`src/hdl/drwas_pkg.sv`:
```
// shared types and constants of the wall alignment sequencer
// no dependencies; used by the core and its checker
`default_nettype none

package drwas_pkg;

  // input payload widths
  localparam int IN_RANGE_W    = 10;
  localparam int S_TDATA_W     = 24;
  localparam int M_TDATA_W     = 24;
  localparam int CFG_ADDR_W    = 3;
  localparam int CFG_DATA_W    = 16;

  // output field positions in m_axis_tdata
  localparam int CMD_W         = 3;
  localparam int PHASE_W       = 4;
  localparam int AVG_W         = 10;
  localparam int CMD_LSB       = 0;
  localparam int FINISHED_BIT  = 3;
  localparam int FAULT_BIT     = 4;
  localparam int PHASE_LSB     = 5;
  localparam int AVG_LSB       = 9;
  localparam int OUT_USED_W    = 19;

  // timing and validity constants
  localparam int INVALID_FROM    = 300;
  localparam int SAMPLE_GAP_MS   = 80;
  localparam int CONFIRM_GAP_MS  = 50;
  localparam int APPROACH_GAP_MS = 10;

  // phase code values seen on the output
  localparam logic [PHASE_W-1:0] PHASE_CODE_INIT = 4'd1;

  // drive commands
  typedef enum logic [CMD_W-1:0] {
    CMD_NONE = 3'd0,
    CMD_STOP = 3'd1,
    CMD_CW   = 3'd2,
    CMD_CCW  = 3'd3,
    CMD_FWD  = 3'd4
  } cmd_e;

  // configuration register indexes
  typedef enum logic [CFG_ADDR_W-1:0] {
    REG_EQUAL_TOL    = 3'd0,
    REG_CONFIRM_NEED = 3'd1,
    REG_FAULT_LIMIT  = 3'd2,
    REG_FAULT_TMO    = 3'd3,
    REG_TURN_TIME    = 3'd4,
    REG_TARGET_DIST  = 3'd5,
    REG_DIST_SLACK   = 3'd6
  } reg_idx_e;

  // register reset values
  localparam logic [7:0]  RST_EQUAL_TOL    = 8'd2;
  localparam logic [7:0]  RST_CONFIRM_NEED = 8'd3;
  localparam logic [7:0]  RST_FAULT_LIMIT  = 8'd5;
  localparam logic [15:0] RST_FAULT_TMO    = 16'd3000;
  localparam logic [15:0] RST_TURN_TIME    = 16'd50;
  localparam logic [8:0]  RST_TARGET_DIST  = 9'd15;
  localparam logic [7:0]  RST_DIST_SLACK   = 8'd1;

endpackage

`default_nettype wire

```
`src/hdl/dual_range_wall_align_sequencer_core.sv`:
```
// wall alignment sequencer: phase machine, timers, fault counting, output register
// depends on drwas_pkg
//
// usage
//   s_axis carries one item per transfer: tuser is the kind (0 one-millisecond
//   tick, 1 start), tdata holds the latest left and right range readings.
//   m_axis returns exactly one result per item: drive command, finished flag,
//   fault flag, phase code and the last approach mean.
//   cfg_* writes one register per transfer (index, data); always ready. The user
//   must write only while no item is in flight; the block does not enforce it.
// latency and throughput
//   the phase step is done in the cycle an item is accepted; its result is
//   held in the output register from the next cycle on. One item per cycle
//   is taken, bounded only by the single output register.
// reset
//   rst_ni clears the phase to idle, the millisecond clock, timers, counters
//   and held readings, and loads register defaults; no result is pending.
// stall
//   while a result waits untaken, s_axis_tready is low; it rises in the
//   cycle the receiver takes the result, so a new item can enter then.
`default_nettype none

module dual_range_wall_align_sequencer_core #(
  parameter int TIME_BITS  = 32,
  parameter int RANGE_BITS = 10
) (
  input  wire logic                              clk_i,
  input  wire logic                              rst_ni,
  // input items
  input  wire logic                              s_axis_tvalid,
  output logic                                   s_axis_tready,
  // [9:0] left_range_cm, [19:10] right_range_cm, [23:20] zero
  input  wire logic [drwas_pkg::S_TDATA_W-1:0]   s_axis_tdata,
  // [0] kind
  input  wire logic                              s_axis_tuser,
  // result items
  output logic                                   m_axis_tvalid,
  input  wire logic                              m_axis_tready,
  // [2:0] drive_command, [3] finished, [4] fault_skip, [8:5] phase_code,
  // [18:9] average_cm, [23:19] zero
  output logic [drwas_pkg::M_TDATA_W-1:0]        m_axis_tdata,
  // configuration writes
  input  wire logic                              cfg_valid_i,
  output logic                                   cfg_ready_o,
  input  wire logic [drwas_pkg::CFG_ADDR_W-1:0]  cfg_addr_i,
  input  wire logic [drwas_pkg::CFG_DATA_W-1:0]  cfg_data_i
);

  import drwas_pkg::*;

  typedef enum logic [PHASE_W-1:0] {
    PH_IDLE   = 4'd0,
    PH_INIT   = 4'd1,
    PH_MEAS_L = 4'd2,
    PH_MEAS_R = 4'd3,
    PH_CHECK  = 4'd4,
    PH_TURN   = 4'd5,
    PH_CONF_L = 4'd6,
    PH_CONF_R = 4'd7,
    PH_FWD    = 4'd8,
    PH_APP_L  = 4'd9,
    PH_APP_R  = 4'd10,
    PH_DONE   = 4'd11
  } phase_e;

  localparam int SW = (RANGE_BITS > IN_RANGE_W) ? RANGE_BITS : IN_RANGE_W;
  localparam logic [SW-1:0] RANGE_MAX = SW'((1 << RANGE_BITS) - 1);

  // configuration registers
  logic [7:0]  equal_tol_q, confirm_need_q, fault_limit_q, dist_slack_q;
  logic [15:0] fault_tmo_q, turn_time_q;
  logic [8:0]  target_dist_q;

  // sequencer state
  phase_e                phase_q, phase_d;
  logic [TIME_BITS-1:0]  now_q, now_d, last_act_q, last_act_d, fault_start_q, fault_start_d;
  logic [RANGE_BITS-1:0] held_l_q, held_l_d, held_r_q, held_r_d, avg_q, avg_d;
  logic [7:0]            confirm_q, confirm_d, fault_cnt_q, fault_cnt_d;
  logic                  fault_done_q, fault_done_d;

  // output register
  logic                  out_valid_q;
  logic [M_TDATA_W-1:0]  out_data_q;

  // per-item intermediate values
  logic                  in_xfer, is_start;
  logic [SW-1:0]         lv_w, rv_w;
  logic [RANGE_BITS-1:0] lv, rv;
  logic [TIME_BITS-1:0]  now_n, act_el, fault_el;
  logic [7:0]            fault_inc, confirm_inc;
  logic                  fault_hit;
  logic [RANGE_BITS-1:0] chk_l, chk_r, diff;
  logic                  pair_bad, aligned;
  logic [RANGE_BITS:0]   pair_sum;
  logic [SW:0]           stop_at;
  cmd_e                  cmd;

  assign in_xfer       = s_axis_tvalid && s_axis_tready;
  assign is_start      = s_axis_tuser;
  assign s_axis_tready = !out_valid_q || m_axis_tready;
  assign cfg_ready_o   = 1'b1;

  // readings saturated to the held width
  assign lv_w = SW'(s_axis_tdata[IN_RANGE_W-1:0]);
  assign rv_w = SW'(s_axis_tdata[2*IN_RANGE_W-1:IN_RANGE_W]);
  assign lv   = (lv_w > RANGE_MAX) ? RANGE_BITS'(RANGE_MAX) : RANGE_BITS'(lv_w);
  assign rv   = (rv_w > RANGE_MAX) ? RANGE_BITS'(RANGE_MAX) : RANGE_BITS'(rv_w);

  // timers, measured against the advanced clock
  assign now_n    = now_q + TIME_BITS'(1);
  assign act_el   = now_n - last_act_q;
  assign fault_el = (fault_cnt_q == 8'd0) ? '0 : now_n - fault_start_q;

  // saturating counters and fault limit test
  assign fault_inc   = (fault_cnt_q == 8'hFF) ? fault_cnt_q : fault_cnt_q + 8'd1;
  assign confirm_inc = (confirm_q == 8'hFF) ? confirm_q : confirm_q + 8'd1;
  assign fault_hit   = (fault_inc >= fault_limit_q) ||
                       (fault_el >= TIME_BITS'(fault_tmo_q));

  // pair checks: the right reading is fresh in the right-hand phases
  assign chk_l    = held_l_q;
  assign chk_r    = (phase_q == PH_CONF_R || phase_q == PH_APP_R) ? rv : held_r_q;
  assign pair_bad = (chk_l == '0) || (chk_l >= RANGE_BITS'(INVALID_FROM)) ||
                    (chk_r == '0) || (chk_r >= RANGE_BITS'(INVALID_FROM));
  assign diff     = (chk_l > chk_r) ? chk_l - chk_r : chk_r - chk_l;
  assign aligned  = diff <= RANGE_BITS'(equal_tol_q);
  assign pair_sum = {1'b0, chk_l} + {1'b0, chk_r};
  assign stop_at  = (SW+1)'(target_dist_q) + (SW+1)'(dist_slack_q);

  // phase step for one item
  always_comb begin
    phase_d       = phase_q;
    now_d         = now_q;
    last_act_d    = last_act_q;
    fault_start_d = fault_start_q;
    held_l_d      = held_l_q;
    held_r_d      = held_r_q;
    avg_d         = avg_q;
    confirm_d     = confirm_q;
    fault_cnt_d   = fault_cnt_q;
    fault_done_d  = fault_done_q;
    cmd           = CMD_NONE;
    if (is_start) begin
      phase_d       = PH_INIT;
      last_act_d    = now_q;
      confirm_d     = 8'd0;
      fault_cnt_d   = 8'd0;
      fault_start_d = '0;
      fault_done_d  = 1'b0;
    end else begin
      now_d = now_n;
      unique case (phase_q)
        PH_INIT: begin
          phase_d    = PH_MEAS_L;
          last_act_d = now_n;
        end
        PH_MEAS_L: begin
          if (act_el >= TIME_BITS'(SAMPLE_GAP_MS)) begin
            held_l_d   = lv;
            last_act_d = now_n;
            phase_d    = PH_MEAS_R;
          end
        end
        PH_MEAS_R: begin
          if (act_el >= TIME_BITS'(SAMPLE_GAP_MS)) begin
            held_r_d   = rv;
            last_act_d = now_n;
            phase_d    = PH_CHECK;
          end
        end
        PH_CHECK: begin
          if (pair_bad) begin
            cmd         = CMD_STOP;
            fault_cnt_d = fault_inc;
            if (fault_cnt_q == 8'd0) fault_start_d = now_n;
            if (fault_hit) begin
              phase_d      = PH_DONE;
              fault_done_d = 1'b1;
            end else begin
              phase_d    = PH_MEAS_L;
              last_act_d = now_n;
            end
          end else begin
            fault_cnt_d   = 8'd0;
            fault_start_d = '0;
            last_act_d    = now_n;
            if (aligned) begin
              confirm_d = 8'd0;
              phase_d   = PH_CONF_L;
            end else begin
              cmd     = (chk_l > chk_r) ? CMD_CW : CMD_CCW;
              phase_d = PH_TURN;
            end
          end
        end
        PH_TURN: begin
          if (act_el >= TIME_BITS'(turn_time_q)) begin
            cmd        = CMD_STOP;
            phase_d    = PH_MEAS_L;
            last_act_d = now_n;
          end
        end
        PH_CONF_L: begin
          if (act_el >= TIME_BITS'(CONFIRM_GAP_MS)) begin
            held_l_d   = lv;
            last_act_d = now_n;
            phase_d    = PH_CONF_R;
          end
        end
        PH_CONF_R: begin
          if (act_el >= TIME_BITS'(CONFIRM_GAP_MS)) begin
            held_r_d   = rv;
            last_act_d = now_n;
            if (aligned) begin
              confirm_d = confirm_inc;
              if (confirm_inc >= confirm_need_q) begin
                cmd     = CMD_STOP;
                phase_d = PH_FWD;
              end else begin
                phase_d = PH_CONF_L;
              end
            end else begin
              confirm_d = 8'd0;
              phase_d   = PH_MEAS_L;
            end
          end
        end
        PH_FWD: begin
          cmd        = CMD_FWD;
          phase_d    = PH_APP_L;
          last_act_d = now_n;
        end
        PH_APP_L: begin
          if (act_el >= TIME_BITS'(APPROACH_GAP_MS)) begin
            held_l_d   = lv;
            last_act_d = now_n;
            phase_d    = PH_APP_R;
          end
        end
        PH_APP_R: begin
          if (act_el >= TIME_BITS'(APPROACH_GAP_MS)) begin
            held_r_d   = rv;
            last_act_d = now_n;
            if (pair_bad) begin
              cmd         = CMD_STOP;
              fault_cnt_d = fault_inc;
              if (fault_cnt_q == 8'd0) fault_start_d = now_n;
              if (fault_hit) begin
                phase_d      = PH_DONE;
                fault_done_d = 1'b1;
              end else begin
                phase_d = PH_FWD;
              end
            end else begin
              fault_cnt_d   = 8'd0;
              fault_start_d = '0;
              avg_d         = pair_sum[RANGE_BITS:1];
              if ((SW+1)'(pair_sum[RANGE_BITS:1]) <= stop_at) begin
                cmd     = CMD_STOP;
                phase_d = PH_DONE;
              end else begin
                phase_d = PH_APP_L;
              end
            end
          end
        end
        default: begin
          // idle and done only let time advance
        end
      endcase
    end
  end

  // state update on each accepted item
  always_ff @(posedge clk_i or negedge rst_ni) begin
    if (!rst_ni) begin
      phase_q       <= PH_IDLE;
      now_q         <= '0;
      last_act_q    <= '0;
      fault_start_q <= '0;
      held_l_q      <= '0;
      held_r_q      <= '0;
      avg_q         <= '0;
      confirm_q     <= 8'd0;
      fault_cnt_q   <= 8'd0;
      fault_done_q  <= 1'b0;
    end else if (in_xfer) begin
      phase_q       <= phase_d;
      now_q         <= now_d;
      last_act_q    <= last_act_d;
      fault_start_q <= fault_start_d;
      held_l_q      <= held_l_d;
      held_r_q      <= held_r_d;
      avg_q         <= avg_d;
      confirm_q     <= confirm_d;
      fault_cnt_q   <= fault_cnt_d;
      fault_done_q  <= fault_done_d;
    end
  end

  // configuration register writes
  always_ff @(posedge clk_i or negedge rst_ni) begin
    if (!rst_ni) begin
      equal_tol_q    <= RST_EQUAL_TOL;
      confirm_need_q <= RST_CONFIRM_NEED;
      fault_limit_q  <= RST_FAULT_LIMIT;
      fault_tmo_q    <= RST_FAULT_TMO;
      turn_time_q    <= RST_TURN_TIME;
      target_dist_q  <= RST_TARGET_DIST;
      dist_slack_q   <= RST_DIST_SLACK;
    end else if (cfg_valid_i && cfg_ready_o) begin
      unique case (cfg_addr_i)
        REG_EQUAL_TOL:    equal_tol_q    <= cfg_data_i[7:0];
        REG_CONFIRM_NEED: confirm_need_q <= cfg_data_i[7:0];
        REG_FAULT_LIMIT:  fault_limit_q  <= cfg_data_i[7:0];
        REG_FAULT_TMO:    fault_tmo_q    <= cfg_data_i;
        REG_TURN_TIME:    turn_time_q    <= cfg_data_i;
        REG_TARGET_DIST:  target_dist_q  <= cfg_data_i[8:0];
        REG_DIST_SLACK:   dist_slack_q   <= cfg_data_i[7:0];
        default: begin
          // unused index, write is dropped
        end
      endcase
    end
  end

  // output register valid
  always_ff @(posedge clk_i or negedge rst_ni) begin
    if (!rst_ni) begin
      out_valid_q <= 1'b0;
    end else if (in_xfer) begin
      out_valid_q <= 1'b1;
    end else if (m_axis_tready) begin
      out_valid_q <= 1'b0;
    end
  end

  // output register payload
  always_ff @(posedge clk_i) begin
    if (in_xfer) begin
      out_data_q <= {(M_TDATA_W - OUT_USED_W)'(0),
                     AVG_W'(avg_d),
                     PHASE_W'(phase_d),
                     fault_done_d,
                     (phase_d == PH_DONE),
                     cmd};
    end
  end

  assign m_axis_tvalid = out_valid_q;
  assign m_axis_tdata  = out_data_q;

endmodule

`default_nettype wire

```
`config.mk`:
```
export PLATFORM = sky130hd
export DESIGN_NAME = dual_range_wall_align_sequencer_core
export DESIGN_NICKNAME = d
export VERILOG_FILES = /design/src/hdl/drwas_pkg.sv /design/src/hdl/dual_range_wall_align_sequencer_core.sv
export SDC_FILE = /design/constraint.sdc
export NUM_CORES = 1
export LEC_CHECK = 0
export CAP_MARGIN = 20
export CORE_MARGIN = 2
export CORE_UTILIZATION = 60
export CTS_BUF_LIST = sky130_fd_sc_hd__clkbuf_16
export CTS_CLUSTER_SIZE = 14
export DETAILED_ROUTE_END_ITERATION = 6
export DONT_BUFFER_PORTS = 1
export PLACE_DENSITY = 0.76
export SLEW_MARGIN = 30
export SYNTH_ARGS = -nofsm -noshare
export SYNTH_HDL_FRONTEND = slang
export SYNTH_SLANG_ARGS = --single-unit
```
`constraint.sdc`:
```
create_clock -name clk_i -period 7.4 [get_ports clk_i]
set_input_delay 0.37 -clock clk_i [delete_from_list [all_inputs] [get_ports clk_i]]
set_output_delay 0.37 -clock clk_i [all_outputs]
set_load 0.02 [all_outputs]
```
==> results.md <==
* Status: completed
* Clock transition at path regs at 0.06 ns
* Max-Cap Viols at 0
* Hold Vio Cnt, Final at 0
* Final Slew Violations at 0
* HP Class: in -> reg
* DRC violations left at 0
* Post-DP Area at 19,900 um^2
* Fill cells at 2,566
* Synth area leader: dfrtp_1
* Die Y-Extent at 184 um
* Worst clock skew at 0.0348 ns
* Crit. End Element: register
* Final setup fails at 0
* Layout cell share with drive strength beyond 1 at 10.4%
* Via Count at 17.3k
* Async set-reset flop share out of synthesis at 92.1%
* Skew-Pair Late Insertion Delay at 0.58 ns
* Worst slew pin tran at 0.960 ns
* Critical path arrival at 7.36 ns
* Synth area leaders: dfrtp_1 (26%), ha_1 (11%), nand2_1 (4.7%)
* Synth warn at 0
* Worst path slowest cell: or3_1
* R2r setup slk at 0.46 ns
* Critical-path maximum fanout at 18
* Net Sw Frac at 47.1%
* Total Power at 9.25 mW
* Yosys top cell area share at 26.0%
* Multi-input logic area at 12,000 um^2
* Worst Setup SP: now_q[1]
* Max_slew headroom at 35.7%
* Post-DR wirelength/cell at 19.4 um
* Ant diodes at 0
* Worst flop-to-flop path startpoint: now_q[1]
* CTS root buf: clkbuf_16
* Router iterations before antenna repair at 5
* Die X at 184 um
* Most numerous cell in the Yosys netlist: nand2_1
* I/O pin count at 76
* # port buffers at 0
* Number of global-route vias before repair at 16.8k
* EDFF count, synth at 19
* Critical path capture point: last_act_q[26]
* Critical Path Max Stage Delay at 0.47 ns
* Post-Route Setup TNS at 0 ns
* FF-to-FF path depth at 30
* Int Power at 4.90 mW
* Num rows at 65
* Seq/Total Area, Yosys at 31.7%
* Final instance area at 21,300 um^2
* Crit Path Category: reg -> reg
* Mapped Area at 19,400 um^2
* Final critical-path required period at 6.94 ns
* Num CTS Buffers at 28
* Post-Route WL at 53.6 mm
* Post-synth top cells: nand2_1 (241), inv_1 (208), dfrtp_1 (201)
* Synth Register Bits at 240
* Initial antenna violation count at 0
* Power Dens Cells at 434 nW/um^2
* Detailed placement HPWL at 38.9 mm
* Flop pwr share at 20.5%
* Peak supply drop at 311 uV
* Placer Congestion at 0.933
* Post-route ant nets at 0
* H-tree levels at 1
* DR iter-0 viols at 1,442
* Avg Inst Size Synth at 8.35 um^2
* Global-route wire length before repair at 86.6 mm
* Netlist cell types at 91
* Crit Reg-Reg Endpoint: last_act_q[26]
* Overflow after GRT at 0
* GRT Overall Usage at 31.7%
* Core Area at 31,600 um^2
* Clock power frac at 15.2%
* Largest net degree at the start of global routing at 222
* Hold Slack at 0.0244 ns
* Initial Util at 61.2%
* # nets final at 2,559
* Net Sw Power at 4.36 mW
* Req. time, crit path at 7.82 ns
* P_leak at 9.50 nW
* Max Buffers Root-to-Sink at 3
* Layout area overhead at 10.2%
* Vias per inst at 6.28
* CTS tree: yes
* Seq. cell area at 6130 um^2
* Crit start category: register
* Gate power share at 64.2%
* Gate Count Post-Synth at 2,317
* Unrepaired setup endpoints after global routing: no
* Clock sink count at 240
* Final period util at 93.8%
* F_max at 144 MHz
* Main synth FF type: dfrtp_1
* Die area at 33,700 um^2
## cells by family (layout without fill, tap and decap cells)
| group | after synthesis | in the layout | synth area share, % |
|---|---|---|---|
| XOR/XNOR | 131 | 131 | 5.93 |
| other | 2 | 6 | 0.0388 |
| AO/OA/AOI/OAI | 601 | 601 | 20.0 |
| adder cells (fa/ha/maj) | 177 | 177 | 11.7 |
| buffers and inverters | 327 | 361 | 6.63 |
| flip-flops | 240 | 240 | 31.7 |
| AND/OR/NAND/NOR | 746 | 746 | 18.7 |
| multiplexers | 93 | 93 | 5.33 |
## critical path: cells and delay by family (launching register included)
kind,cells,cell delay (ns)
flip-flops,1,0.45
AO/OA/AOI/OAI,10,1.66
AND/OR/NAND/NOR,11,2.39
adder cells (fa/ha/maj),3,1.00
XOR/XNOR,2,0.53
buffers and inverters,4,0.76
## placed cells by master, fill, tap and decap left out, types with 34 or more instances in the layout
| master | instances |
|---|---|
| buf_4 | 56 |
| nand2_1 | 241 |
| a21o_1 | 34 |
| nor2_1 | 168 |
| nand3_1 | 82 |
| inv_1 | 214 |
| dfrtp_1 | 201 |
| nor3_1 | 45 |
| xor2_1 | 38 |
| nand4_1 | 48 |
| dlygate4sd3_1 | 39 |
| a21oi_1 | 151 |
| o21ai_0 | 159 |
| xnor2_1 | 92 |
| ha_1 | 171 |
| mux2_2 | 78 |
## registers in the layout, indices dropped and copies added (netlist names)
signal,count
last_act_q,32
target_dist_q,9
fault_cnt_q,8
fault_done_q,1
m_axis_tvalid,1
fault_start_q,32
now_q,32
m_axis_tdata,19
avg_q,10
confirm_need_q,8
confirm_q,8
held_r_q,10
turn_time_q,16
dist_slack_q,8
phase_q,4
equal_tol_q,8
fault_tmo_q,16
fault_limit_q,8
chk_l,10
## metal layers
| layer | wire, um | vias to the layer above | track usage (%) |
|---|---|---|---|
| li1 | - | 8222 | - |
| met1 | 24900 | 8396 | 46.1 |
| met2 | 24100 | 613 | 51.0 |
| met3 | 3420 | 82 | 3.11 |
| met4 | 1170 | 0 | 7.94 |
| met5 | 0 | - | 0 |
## final cells by class
cell class                      count  area share (%)
Clock buffer                       30            3.52
Tap cell                          402            2.36
Sequential cell                   240            28.7
Inverter                          209            3.68
Clock inverter                     22           0.933
Multi-Input combinational cell   1754            56.4
Timing Repair Buffer              100            4.34
## power groups by stage
stage	clock [mW]	sequential (mW)	combinational, mW
after floorplan	0	1.84	4.29
after CTS	1.42	1.89	5.82
after global routing	1.47	1.94	6.58
final	1.41	1.90	5.94
after global placement	0	1.89	5.50
after detailed placement	0	1.91	5.69
## per-stage QoR
stage / setup WS, ns / utilization (%) / cells
2_1_floorplan: 0.792 / - / 2321
6_report: 0.461 / 67.4 / 2757
3_3_place_gp: 0.544 / 62.8 / 2663
3_5_place_dp: 0.441 / 62.8 / 2663
4_1_cts: 0.309 / 67.2 / 2755
5_1_grt: 0.0451 / 67.4 / 2757
## timing repair
action | 4_1_cts | 5_1_grt
endpoints found under the hold margin | 319 | 0
endpoints found under the setup margin | 0 | 75
resized for setup | 0 | 8
buffers inserted | 0 | 1
hold buffers | 40 | 0
## worst min-delay path by stage
stage / cells past startpoint / start / slack [ns] / end
6_report: 3 / s_axis_tuser / 0.02 / last_act_q[0]
5_1_grt: 3 / s_axis_tuser / 0.04 / last_act_q[0]
4_1_cts: 3 / s_axis_tuser / 0.009 / last_act_q[0]
3_5_place_dp: 0 / rst_ni / 0.08 / confirm_q[0]
3_3_place_gp: 0 / rst_ni / 0.08 / confirm_q[0]
2_1_floorplan: 0 / rst_ni / 0.07 / avg_q[0]
Power figures use the tool's default switching activity.
